[src/design/gmig_pkg.sv]
`default_nettype none

package gmig_pkg;

    localparam int GW          = 10;
    localparam int VW          = 20;
    localparam int MAX_GRID    = 1023;
    localparam int MAX_RESULTS = 7;
    localparam int CNT_W       = $clog2(MAX_RESULTS + 1);
    localparam int PTR_W       = $clog2(MAX_RESULTS);
    localparam int IN_W        = 8;
    localparam int DATA_W      = 40;
    localparam int USER_W      = 2;
    localparam int CFG_IDX_W   = 1;
    localparam int CFG_DATA_W  = 10;

    localparam logic [1:0] FMT_STRIP  = 2'd0;
    localparam logic [1:0] FMT_QUADS  = 2'd1;
    localparam logic [1:0] FMT_TRIS   = 2'd2;
    localparam logic [1:0] FMT_UNUSED = 2'd3;

    localparam logic KIND_INDEX  = 1'b0;
    localparam logic KIND_VERTEX = 1'b1;

    localparam logic [CFG_IDX_W-1:0] REG_GRID_SIZE   = 1'b0;
    localparam logic [CFG_IDX_W-1:0] REG_MESH_FORMAT = 1'b1;

    typedef struct packed {
        logic          kind;
        logic [VW-1:0] value;
        logic [GW-1:0] x;
        logic [GW-1:0] y;
    } rec_t;

    typedef struct packed {
        rec_t [MAX_RESULTS-1:0] entries;
        logic [CNT_W-1:0]       count;
        logic                   done;
    } burst_t;

    function automatic rec_t mk_rec(input logic kind, input logic [VW-1:0] value,
                                    input logic [GW-1:0] x, input logic [GW-1:0] y);
        rec_t r;
        r.kind  = kind;
        r.value = value;
        r.x     = x;
        r.y     = y;
        return r;
    endfunction

endpackage

`default_nettype wire

[src/design/gmig_step.sv]
`default_nettype none

module gmig_step
    import gmig_pkg::*;
(
    input  wire logic                  clk,
    input  wire logic                  rst_n,
    input  wire logic                  cfg_we,
    input  wire logic [CFG_IDX_W-1:0]  cfg_index,
    input  wire logic [CFG_DATA_W-1:0] cfg_data,
    input  wire logic                  item_accept,
    input  wire logic                  restart,
    output burst_t                     burst
);

    logic [GW-1:0] grid_size_reg;
    logic [1:0]    mesh_format_reg;
    logic [GW-1:0] column_reg, column_next;
    logic [GW-1:0] row_reg, row_next;
    logic [VW-1:0] vc_reg, vc_next;
    logic          finished_reg, finished_next;

    logic [GW-1:0] g;
    logic [GW:0]   w;
    logic [GW-1:0] c0, r0, r1, mult_r;
    logic [VW-1:0] vc0;
    logic          fin0;
    logic [2*GW:0] prod;
    logic [VW-1:0] strip_idx, idx_a, idx_b, idx_d, idx_e;

    always_ff @(posedge clk or negedge rst_n)
    begin
        if (!rst_n)
        begin
            grid_size_reg   <= GW'(1);
            mesh_format_reg <= FMT_STRIP;
        end
        else if (cfg_we)
        begin
            case (cfg_index)
                REG_GRID_SIZE:   grid_size_reg   <= cfg_data[GW-1:0];
                REG_MESH_FORMAT: mesh_format_reg <= cfg_data[1:0];
                default:         ;
            endcase
        end
    end

    always_ff @(posedge clk or negedge rst_n)
    begin
        if (!rst_n)
        begin
            column_reg   <= '0;
            row_reg      <= GW'(1);
            vc_reg       <= '0;
            finished_reg <= 1'b1;
        end
        else if (item_accept)
        begin
            column_reg   <= column_next;
            row_reg      <= row_next;
            vc_reg       <= vc_next;
            finished_reg <= finished_next;
        end
    end

    // effective grid size, zero taken as one
    always_comb
    begin
        g = grid_size_reg;
        if (grid_size_reg == '0)
            g = GW'(1);
        if (int'(grid_size_reg) > MAX_GRID)
            g = GW'(MAX_GRID);
        w = {1'b0, g} + (GW+1)'(1);
    end

    // restart applies before anything else and sticks even without results
    always_comb
    begin
        c0   = restart ? '0 : column_reg;
        r0   = restart ? ((mesh_format_reg == FMT_STRIP) ? GW'(1) : '0) : row_reg;
        vc0  = restart ? '0 : vc_reg;
        fin0 = restart ? 1'b0 : finished_reg;
        r1   = (mesh_format_reg == FMT_STRIP && r0 == '0) ? GW'(1) : r0;
    end

    // one shared multiply: strip uses (r-3)*w, quads and triangles r*w
    always_comb
    begin
        mult_r    = (mesh_format_reg == FMT_STRIP) ? (r1 - GW'(3)) : r1;
        prod      = (2*GW+1)'(mult_r) * (2*GW+1)'(w);
        strip_idx = VW'((2*GW+2)'(prod) + (2*GW+2)'({w, 1'b0}) + (2*GW+2)'(c0));
        idx_a     = VW'((2*GW+2)'(prod) + (2*GW+2)'(c0));
        idx_b     = idx_a + VW'(1);
        idx_e     = idx_a + VW'(w);
        idx_d     = idx_e + VW'(1);
    end

    always_comb
    begin
        column_next   = c0;
        row_next      = r0;
        vc_next       = vc0;
        finished_next = fin0;
        burst         = '0;
        if (!fin0)
        begin
            if (mesh_format_reg == FMT_UNUSED)
            begin
                finished_next = 1'b1;
            end
            else
            begin
                row_next = r1;
                if (r1 > g)
                begin
                    finished_next = 1'b1;
                end
                else
                begin
                    if (c0 <= g)
                    begin
                        burst.done = (c0 == g) && (r1 == g);
                        if (mesh_format_reg == FMT_STRIP)
                        begin
                            burst.entries[0] = mk_rec(KIND_INDEX, vc0, '0, '0);
                            burst.entries[1] = mk_rec(KIND_VERTEX, vc0, c0, r1);
                            if (r1 == GW'(1))
                            begin
                                burst.entries[2] = mk_rec(KIND_INDEX, vc0 + VW'(1), '0, '0);
                                burst.entries[3] = mk_rec(KIND_VERTEX, vc0 + VW'(1), c0, '0);
                                burst.count      = CNT_W'(4);
                                vc_next          = vc0 + VW'(2);
                            end
                            else
                            begin
                                if (r1 == GW'(2))
                                    burst.entries[2] = mk_rec(KIND_INDEX,
                                                              VW'({c0, 1'b0}), '0, '0);
                                else
                                    burst.entries[2] = mk_rec(KIND_INDEX, strip_idx, '0, '0);
                                burst.count = CNT_W'(3);
                                vc_next     = vc0 + VW'(1);
                            end
                        end
                        else
                        begin
                            burst.entries[0] = mk_rec(KIND_VERTEX, vc0, c0, r1);
                            burst.count      = CNT_W'(1);
                            vc_next          = vc0 + VW'(1);
                            if (c0 < g && r1 < g)
                            begin
                                burst.entries[1] = mk_rec(KIND_INDEX, idx_a, '0, '0);
                                burst.entries[2] = mk_rec(KIND_INDEX, idx_b, '0, '0);
                                burst.entries[3] = mk_rec(KIND_INDEX, idx_d, '0, '0);
                                if (mesh_format_reg == FMT_TRIS)
                                begin
                                    burst.entries[4] = mk_rec(KIND_INDEX, idx_d, '0, '0);
                                    burst.entries[5] = mk_rec(KIND_INDEX, idx_e, '0, '0);
                                    burst.entries[6] = mk_rec(KIND_INDEX, idx_a, '0, '0);
                                    burst.count      = CNT_W'(7);
                                end
                                else
                                begin
                                    burst.entries[4] = mk_rec(KIND_INDEX, idx_e, '0, '0);
                                    burst.count      = CNT_W'(5);
                                end
                            end
                        end
                    end
                    // move on: next column, next row, or finish
                    if (c0 < g)
                    begin
                        column_next = c0 + GW'(1);
                    end
                    else if (r1 >= g)
                    begin
                        finished_next = 1'b1;
                    end
                    else
                    begin
                        row_next    = r1 + GW'(1);
                        column_next = '0;
                    end
                end
            end
        end
    end

endmodule

`default_nettype wire

[src/design/gmig_emit.sv]
`default_nettype none

module gmig_emit
    import gmig_pkg::*;
(
    input  wire logic               clk,
    input  wire logic               rst_n,
    input  wire logic               load,
    input  wire burst_t             burst,
    output logic                    ready,
    output logic                    m_tvalid,
    input  wire logic               m_tready,
    output logic [DATA_W-1:0]       m_tdata,
    output logic [USER_W-1:0]       m_tuser,
    output logic                    m_tlast
);

    rec_t [MAX_RESULTS-1:0] entries_reg;
    logic                   done_reg;
    logic [CNT_W-1:0]       cnt_reg;
    logic [PTR_W-1:0]       ptr_reg;
    logic                   at_last;
    rec_t                   cur;

    assign m_tvalid = (cnt_reg != '0);
    assign at_last  = (CNT_W'(ptr_reg) == cnt_reg - CNT_W'(1));
    assign ready    = !m_tvalid || (m_tready && at_last);

    always_ff @(posedge clk)
    begin
        if (load)
        begin
            entries_reg <= burst.entries;
            done_reg    <= burst.done;
        end
    end

    always_ff @(posedge clk or negedge rst_n)
    begin
        if (!rst_n)
        begin
            cnt_reg <= '0;
            ptr_reg <= '0;
        end
        else if (load)
        begin
            cnt_reg <= burst.count;
            ptr_reg <= '0;
        end
        else if (m_tvalid && m_tready)
        begin
            if (at_last)
                cnt_reg <= '0;
            else
                ptr_reg <= ptr_reg + PTR_W'(1);
        end
    end

    assign cur     = entries_reg[ptr_reg];
    assign m_tdata = {cur.y, cur.x, cur.value};
    assign m_tuser = {done_reg, cur.kind};
    assign m_tlast = at_last;

endmodule

`default_nettype wire

[src/design/grid_mesh_index_generator.sv]
// Mesh index generator over a square grid of (grid_size+1)^2 points. Each input
// transaction advances the walk by one grid point (restart=1 begins a new mesh)
// and produces a burst of results: 3 or 4 in strip mode, 1 or 5 in quad mode,
// 1 or 7 in triangle mode, none once the mesh is finished. A point's burst is
// computed in the cycle its transaction is taken and then leaves the single
// result port one transaction per cycle while m_tready is high; the next input
// transaction is taken in the cycle the final result of the current burst goes
// out. Configuration is to be written through cfg_we/cfg_index/cfg_data while
// no burst is pending; the block does not enforce this.
`default_nettype none

module grid_mesh_index_generator
    import gmig_pkg::*;
(
    input  wire logic                  clk,
    input  wire logic                  rst_n,
    input  wire logic                  cfg_we,
    input  wire logic [CFG_IDX_W-1:0]  cfg_index,
    input  wire logic [CFG_DATA_W-1:0] cfg_data,
    input  wire logic                  s_tvalid,
    output logic                       s_tready,
    input  wire logic [IN_W-1:0]       s_tdata,   // [0] restart, [7:1] zero
    output logic                       m_tvalid,
    input  wire logic                  m_tready,
    output logic [DATA_W-1:0]          m_tdata,   // [19:0] index_value, [29:20] grid_x,
                                                  // [39:30] grid_y
    output logic [USER_W-1:0]          m_tuser,   // [0] kind, [1] mesh_done
    output logic                       m_tlast    // last_of_run
);

    logic   item_accept;
    burst_t burst;

    assign item_accept = s_tvalid && s_tready;

    gmig_step u_step (
        .clk         (clk),
        .rst_n       (rst_n),
        .cfg_we      (cfg_we),
        .cfg_index   (cfg_index),
        .cfg_data    (cfg_data),
        .item_accept (item_accept),
        .restart     (s_tdata[0]),
        .burst       (burst)
    );

    gmig_emit u_emit (
        .clk      (clk),
        .rst_n    (rst_n),
        .load     (item_accept),
        .burst    (burst),
        .ready    (s_tready),
        .m_tvalid (m_tvalid),
        .m_tready (m_tready),
        .m_tdata  (m_tdata),
        .m_tuser  (m_tuser),
        .m_tlast  (m_tlast)
    );

endmodule

`default_nettype wire

[config.mk]
export PLATFORM = sky130hd
export DESIGN_NAME = grid_mesh_index_generator
export DESIGN_NICKNAME = d
export VERILOG_FILES = /design/src/design/gmig_pkg.sv /design/src/design/gmig_step.sv /design/src/design/gmig_emit.sv /design/src/design/grid_mesh_index_generator.sv
export SDC_FILE = /design/constraint.sdc
export NUM_CORES = 1
export LEC_CHECK = 0
export BUFFER_PORTS_ARGS = -buffer_cell sky130_fd_sc_hd__buf_4
export CORE_UTILIZATION = 57
export DETAILED_ROUTE_END_ITERATION = 10
export MAX_ROUTING_LAYER = met4
export PLACE_DENSITY_LB_ADDON = 0.08
export SLEW_MARGIN = 15
export SYNTH_ARGS = -nofsm -noshare
export SYNTH_HDL_FRONTEND = slang
export SYNTH_SLANG_ARGS = --single-unit
[constraint.sdc]
create_clock -name clk -period 22.8 [get_ports clk]
set_clock_uncertainty 0.1 [all_clocks]
set_input_delay 2.28 -clock clk [delete_from_list [all_inputs] [get_ports clk]]
set_output_delay 2.28 -clock clk [all_outputs]
set_load 0.05 [all_outputs]
# Yosys cells after proc, flatten, opt, wreduce, memory -nomap -nowiden
# Index checks and enable logic that the tools add are counted.
# word_totals
reg_bits,347
in_bits,24
word_cells,143
# op_classes
addsub,14
multipliers,1
magnitude_cmp,6
n_eq_ne,8
muxes,51
bitwise_logic,4
reduce_logical,22
# ops
cell,n
two-way mux 246 bit,1
two-way mux 167 bit,1
two-way mux 10 bit,15
two-way mux 20 bit,7
binary-select mux 41 bit (select 3 bit),1
two-way mux 41 bit,3
two-way mux 81 bit,1
two-way mux 40 bit,2
adder 20 x 1 -> 20 bit (second input constant),3
adder 20 x 10 -> 20 bit,2
two-way mux 3 bit,8
adder 10 x 1 -> 10 bit (second input constant),2
adder 20 x 11 -> 20 bit,1
adder 20 x 12 -> 20 bit,1
adder 20 x 2 -> 20 bit (second input constant),1
== test 10 bit,2
logical NOT 10 bit,2
less-than comparator 10 bit,2
multiplier 10 x 11 -> 20 bit,1
two-way mux 4 bit,4
adder 10 x 1 -> 11 bit (second input constant),1
== test 10 x 1 -> 1 bit (second input constant),1
== test 10 x 2 -> 1 bit (second input constant),1
>= comparator 10 bit,1
23 further kinds,42

# Depth between registers and ports, before layout
# depth
ltp_word,20
depth_mapped,45

# Cells and area by module
# From an unflattened synthesis, not the netlist that was laid out.
# unflattened
cells_unflattened,2575
area_unflattened_um2,25258.0
# modules_own_cells
mod,n_inst,cells_per_inst,area_per_inst_um2
gmig_step,1,1959,13943.4
gmig_emit,1,615,11308.3
grid_mesh_index_generator,1,1,6.3

# Worst setup path after synthesis
# No wires, ideal clock.
# synth_path
path_type,input to register
startpoint,in s_tdata[0]
endpoint,"reg u_emit.entries_reg[162] (netlist name), data pin"
setup_ps,135
arrival_ps,12375
required_ps,22565
setup_slack_ps,10190
path_stages,45
cell_sequence,clkbuf_1 clkbuf_1 clkbuf_1 clkbuf_1 a21oi_1 o21ai_1 ha_1 nor2_1 o21ai_0 xnor2_1 clkbuf_1 nor2_1 fa_1 fa_1 inv_1 fa_1 inv_1 fa_1 [9 not listed] a21oi_1 o211ai_1 or2_1 nand2_1 inv_1 ha_1 nand3_1 nor2_1 a221o_1 a31oi_1 nor4_1 o31ai_2 xnor2_1 or3b_4 nor3_4 nand3_1 or4_1 nand3_1
# synth_via
elab_chain_len,12
word_cells_on_any_way,25
cone_classes,add/sub (5); mul (1); order compare (4); eq/ne (1); mux (9); bitwise (1); reduce/logical (4)
# synth_lines
element,line,rtl
from (decl),grid_mesh_index_generator.sv:22,"input wire logic [IN_W-1:0] s_tdata,"
two-way mux 10 bit (*),gmig_step.sv:81,r0 = restart ? ((mesh_format_reg == FMT_STRIP) ? GW'(1) : '0) : row_reg;
logical NOT 10 bit,gmig_step.sv:84,r1 = (mesh_format_reg == FMT_STRIP && r0 == '0) ? GW'(1) : r0;
logical AND 1 bit,gmig_step.sv:84,
two-way mux 10 bit (*),gmig_step.sv:84,
named net u_step.r1[0],gmig_step.sv:25,"logic [GW-1:0] c0, r0, r1, mult_r;"
subtractor 10 x 2 -> 10 bit,gmig_step.sv:90,mult_r = (mesh_format_reg == FMT_STRIP) ? (r1 - GW'(3)) : r1;
two-way mux 10 bit (*),gmig_step.sv:90,
multiplier 10 x 11 -> 20 bit (*),gmig_step.sv:91,prod = (2*GW+1)'(mult_r) * (2*GW+1)'(w);
adder 20 x 10 -> 20 bit (*),gmig_step.sv:93,idx_a = VW'((2*GW+2)'(prod) + (2*GW+2)'(c0));
named net u_step.idx_a[10],gmig_step.sv:29,"logic [VW-1:0] strip_idx, idx_a, idx_b, idx_d, idx_e;"
adder 20 x 11 -> 20 bit (*),gmig_step.sv:95,idx_e = idx_a + VW'(w);
adder 20 x 1 -> 20 bit (*),gmig_step.sv:96,idx_d = idx_e + VW'(1);
two-way mux 246 bit (*),gmig_step.sv:151,if (c0 < g && r1 < g)
two-way mux 167 bit (*),gmig_step.sv:124,if (mesh_format_reg == FMT_STRIP)
to (signal assigned),gmig_emit.sv:33,entries_reg <= burst.entries;
to (decl),gmig_emit.sv:18,rec_t [MAX_RESULTS-1:0] entries_reg;
# The timed path passes the listed nets; every way through them passes the cells marked *.
# A chain may end at the register's enable or synchronous reset.

# Worst setup path in the final report
# Ends and elaborated chain as after synthesis.

==> results by group <==
Status
  – Status: finished, final reports clean

Floorplan
  – Starting Density: 57.9%
  – Placeable Area: approximately 35000 sq um
  – Die footprint: about 37000 sq um
  – Chip height: ~190 um
  – Std-Cell Rows: a little under 70
  – IO Pins: between 60 and 70
  – Horiz. Die Dim: 192 um

CTS
  – CTS tree: yes
  – # Post-CTS Setup Buffers: 0
  – Worst-path clk slew: approximately 60 ps
  – Post_cts resized: 0
  – CTS sink count: roughly 250
  – CTS max path bufs: 3
  – CTS Buf Count: 27
  – H-tree lvl count: 1
  – Worst skew pair latency: 550 ps
  – CTS hold repair buffers: 0
  – Clock root buffer: clkbuf_16

GRT
  – Vias in the first global route: 16.4k
  – Gr usage total: around 33%
  – First-pass GRT wire length: roughly 91 mm
  – Gr ovfl total: 0
  – Pin count of the biggest net entering global routing: roughly 130
  – Initial antenna violation count: 1

Hold path
  – Worst Hold Class: register to register

Synthesis
  – Xor and xnor area share after synthesis: under 10%
  – Largest family of logic cells by synthesized area: simple AND/OR/NAND/NOR gates
  – Post-synthesis sequential area ratio: a little over a third
  – Cell Area, Synth: slightly above 20000 sq um
  – Synth top area share: approximately 28%
  – Mapped Cells: about 2.3k
  – Synthesized flop and latch total: approximately 250
  – Synth cell types: 85
  – Simple-gate share of the synthesized area: a little under a fifth
  – Synth Area in Compound Gates: roughly 14%
  – Ys flop type: edfxtp_1
  – Yosys warning total: 0
  – Post-synthesis mux area share: 5.09%
  – Top post-synthesis cells by area: edfxtp_1 (28%), fa_1 (7.9%), ha_1 (7.3%), dfrtp_1 (6.8%), nor2_1 (6.6%)
  – Number of synthesized flops with an enable pin: between 150 and 200
  – Syn Area/Cell: about 9 sq um
  – Ys async rst share: 23.3%
  – Mapped Nets: ~2.5k
  – Count leader, synth: nor2_1
  – Synth top cells by count: nor2_1 (363), nand2_1 (207), edfxtp_1 (194)
  – Synth area leader: edfxtp_1
  – Synth Area in Adders: 15.2%

Setup path
  – CP endpoint kind: register
  – Worst Path Buf+Inv: 6
  – Worst Path Required: between 20000 and 25000 ps
  – Arrival @ worst endpoint: 13790 ps
  – Worst path slowest cell: xnor2_1
  – CP peak stage delay: 940 ps
  – Delay-heaviest family, CP: adder cells
  – Startpoint Class: primary input
  – Critical Path Fanout Max: 23
  – Setup CP Type: primary input to register

Timing
  – Final Hold Vio Count: 0
  – Fin. max-slew vios: 0
  – Fin Hold WS: ~380 ps
  – Unrepaired setup endpoints after global routing: no
  – Total negative setup slack: 0 ps
  – Crit path time final: between 10000 and 15000 ps
  – Tcrit/Tclk final: 59.2%
  – FMAX: around 0.074 GHz
  – Worst-margin pin slew: approximately 1100 ps
  – Worst rel slew slack: between 20 and 25%
  – # setup viols final: 0

Final layout
  – Share of layout cells above drive strength 1: under 10%
  – FF+latch area: about 7300 sq um
  – Max FFs per register: slightly below 200
  – Fillers: ~3k
  – Non-Filler Instances: between 2k and 3k
  – # nets final: between 2k and 3k
  – Area occupied by multi-input gates: around 12000 sq um
  – Layout area overhead: 8.77%

Routing
  – Routed WL: slightly below 60 mm
  – Vias: ~17k
  – Routed Antenna Nets: 0
  – DR WL met3: roughly 4.1 mm
  – DR iter-0 viols: between 1k and 1.5k
  – WL met2: between 20 and 30 mm
  – Top sig layer: met4
  – Met1 wire length: around 25 mm
  – Drt pass-1 iters: 8
  – Number of remaining DRC errors: 0
  – Vias/cell: approximately 6
  – Average wire per standard cell: ~21 um

Place
  – PortBufs: 61
  – Final GP Congestion: around 0.97
  – Final HPWL DP: approximately 44 mm
  – Placed Cells: approximately 2.7k

Run
  – Max Cap Viol: 0
==> logic make-up (layout without fill, tap and decap cells) <==
logic type,count (synthesis),in the layout
buffers and inverters,287,325
multiplexers,79,79
AO/OA/AOI/OAI,452,452
XOR/XNOR,147,147
adder cells (fa/ha/maj),201,201
other,0,1
flip-flops,253,253
AND/OR/NAND/NOR,843,843
==> layout make-up <==
| type | instances | share of cell area (%) |
|---|---|---|
| multi-input cells | 1722 | 54.5 |
| clock inverters | 8 | 0.392 |
| flip-flops and latches | 253 | 32.7 |
| well taps | 461 | 2.58 |
| inverters | 182 | 3.09 |
| clock buffers | 42 | 3.59 |
| diodes | 1 | 0.0112 |
| repair buffers | 93 | 3.12 |
==> metal layers <==
layer | vias up | global-route usage (%)
met5 | - | -
met4 | 0 | 10.3
met2 | 664 | 53.5
met3 | 90 | 4.53
li1 | 7931 | -
met1 | 8224 | 43.3
==> path summary, 6_finish.rpt <==
| kind | depth (start not counted) | slack (ps) | from | to |
|---|---|---|---|---|
| setup / recovery | 41 | 9300 | s_tdata[0] | u_emit.entries_reg[162] |
| hold / removal | 2 | 380 | u_step.finished_reg | u_step.finished_reg |
| setup reg to reg | 40 | 10200 | u_step.mesh_format_reg[0] | u_emit.entries_reg[162] |
| hold reg to reg | 2 | 380 | u_step.finished_reg | u_step.finished_reg |
| max in group asynchronous | 1 | 20220 | rst_n | u_emit.ptr_reg[0] |
| min in group asynchronous | 1 | 1710 | rst_n | u_step.row_reg[7] |
==> metrics by stage <==
step / setup slack, ps / utilization, % / instance area, sq um
after floorplan: 10190 / - / 20500
after detailed placement: 8910 / 60.5 / 21500
final: 9300 / 63.0 / 22300
after global placement: 9080 / 60.4 / 21400
after global routing: 8700 / 63.0 / 22300
after CTS: 9430 / 63.0 / 22300
==> worst min-delay path: cells and delay by family (launching register included) <==
family          cells  cell delay (ps)
flops               1              370
simple gates        1               40
compound gates      1               60
==> layout by cell type (no fill, tap or decap), types with 6 or more instances in the layout <==
cell type / instances
a211o_1: 6
a21o_1: 22
a21oi_1: 146
a22o_1: 8
a31oi_1: 18
and2_1: 15
and3_1: 32
buf_4: 93
clkbuf_1: 8
clkbuf_16: 27
clkbuf_8: 7
dfrtp_1: 53
edfxtp_1: 194
fa_1: 81
ha_1: 120
inv_1: 179
mux2i_1: 55
mux4_2: 20
nand2_1: 207
nand2b_1: 46
nand3_1: 39
nand4_1: 17
nor2_1: 363
nor2b_1: 12
nor3_1: 42
nor3b_1: 6
nor4_1: 17
o2111ai_1: 8
o211ai_1: 21
o21a_1: 20
o21ai_0: 91
o21ai_1: 10
o21bai_1: 6
o22ai_1: 31
o31ai_1: 7
or2_2: 9
xnor2_1: 95
xor2_1: 51
Power is left out: the tool's default activity adds up to more than one toggle a clock period on the data nets, which glitch-free logic cannot reach.
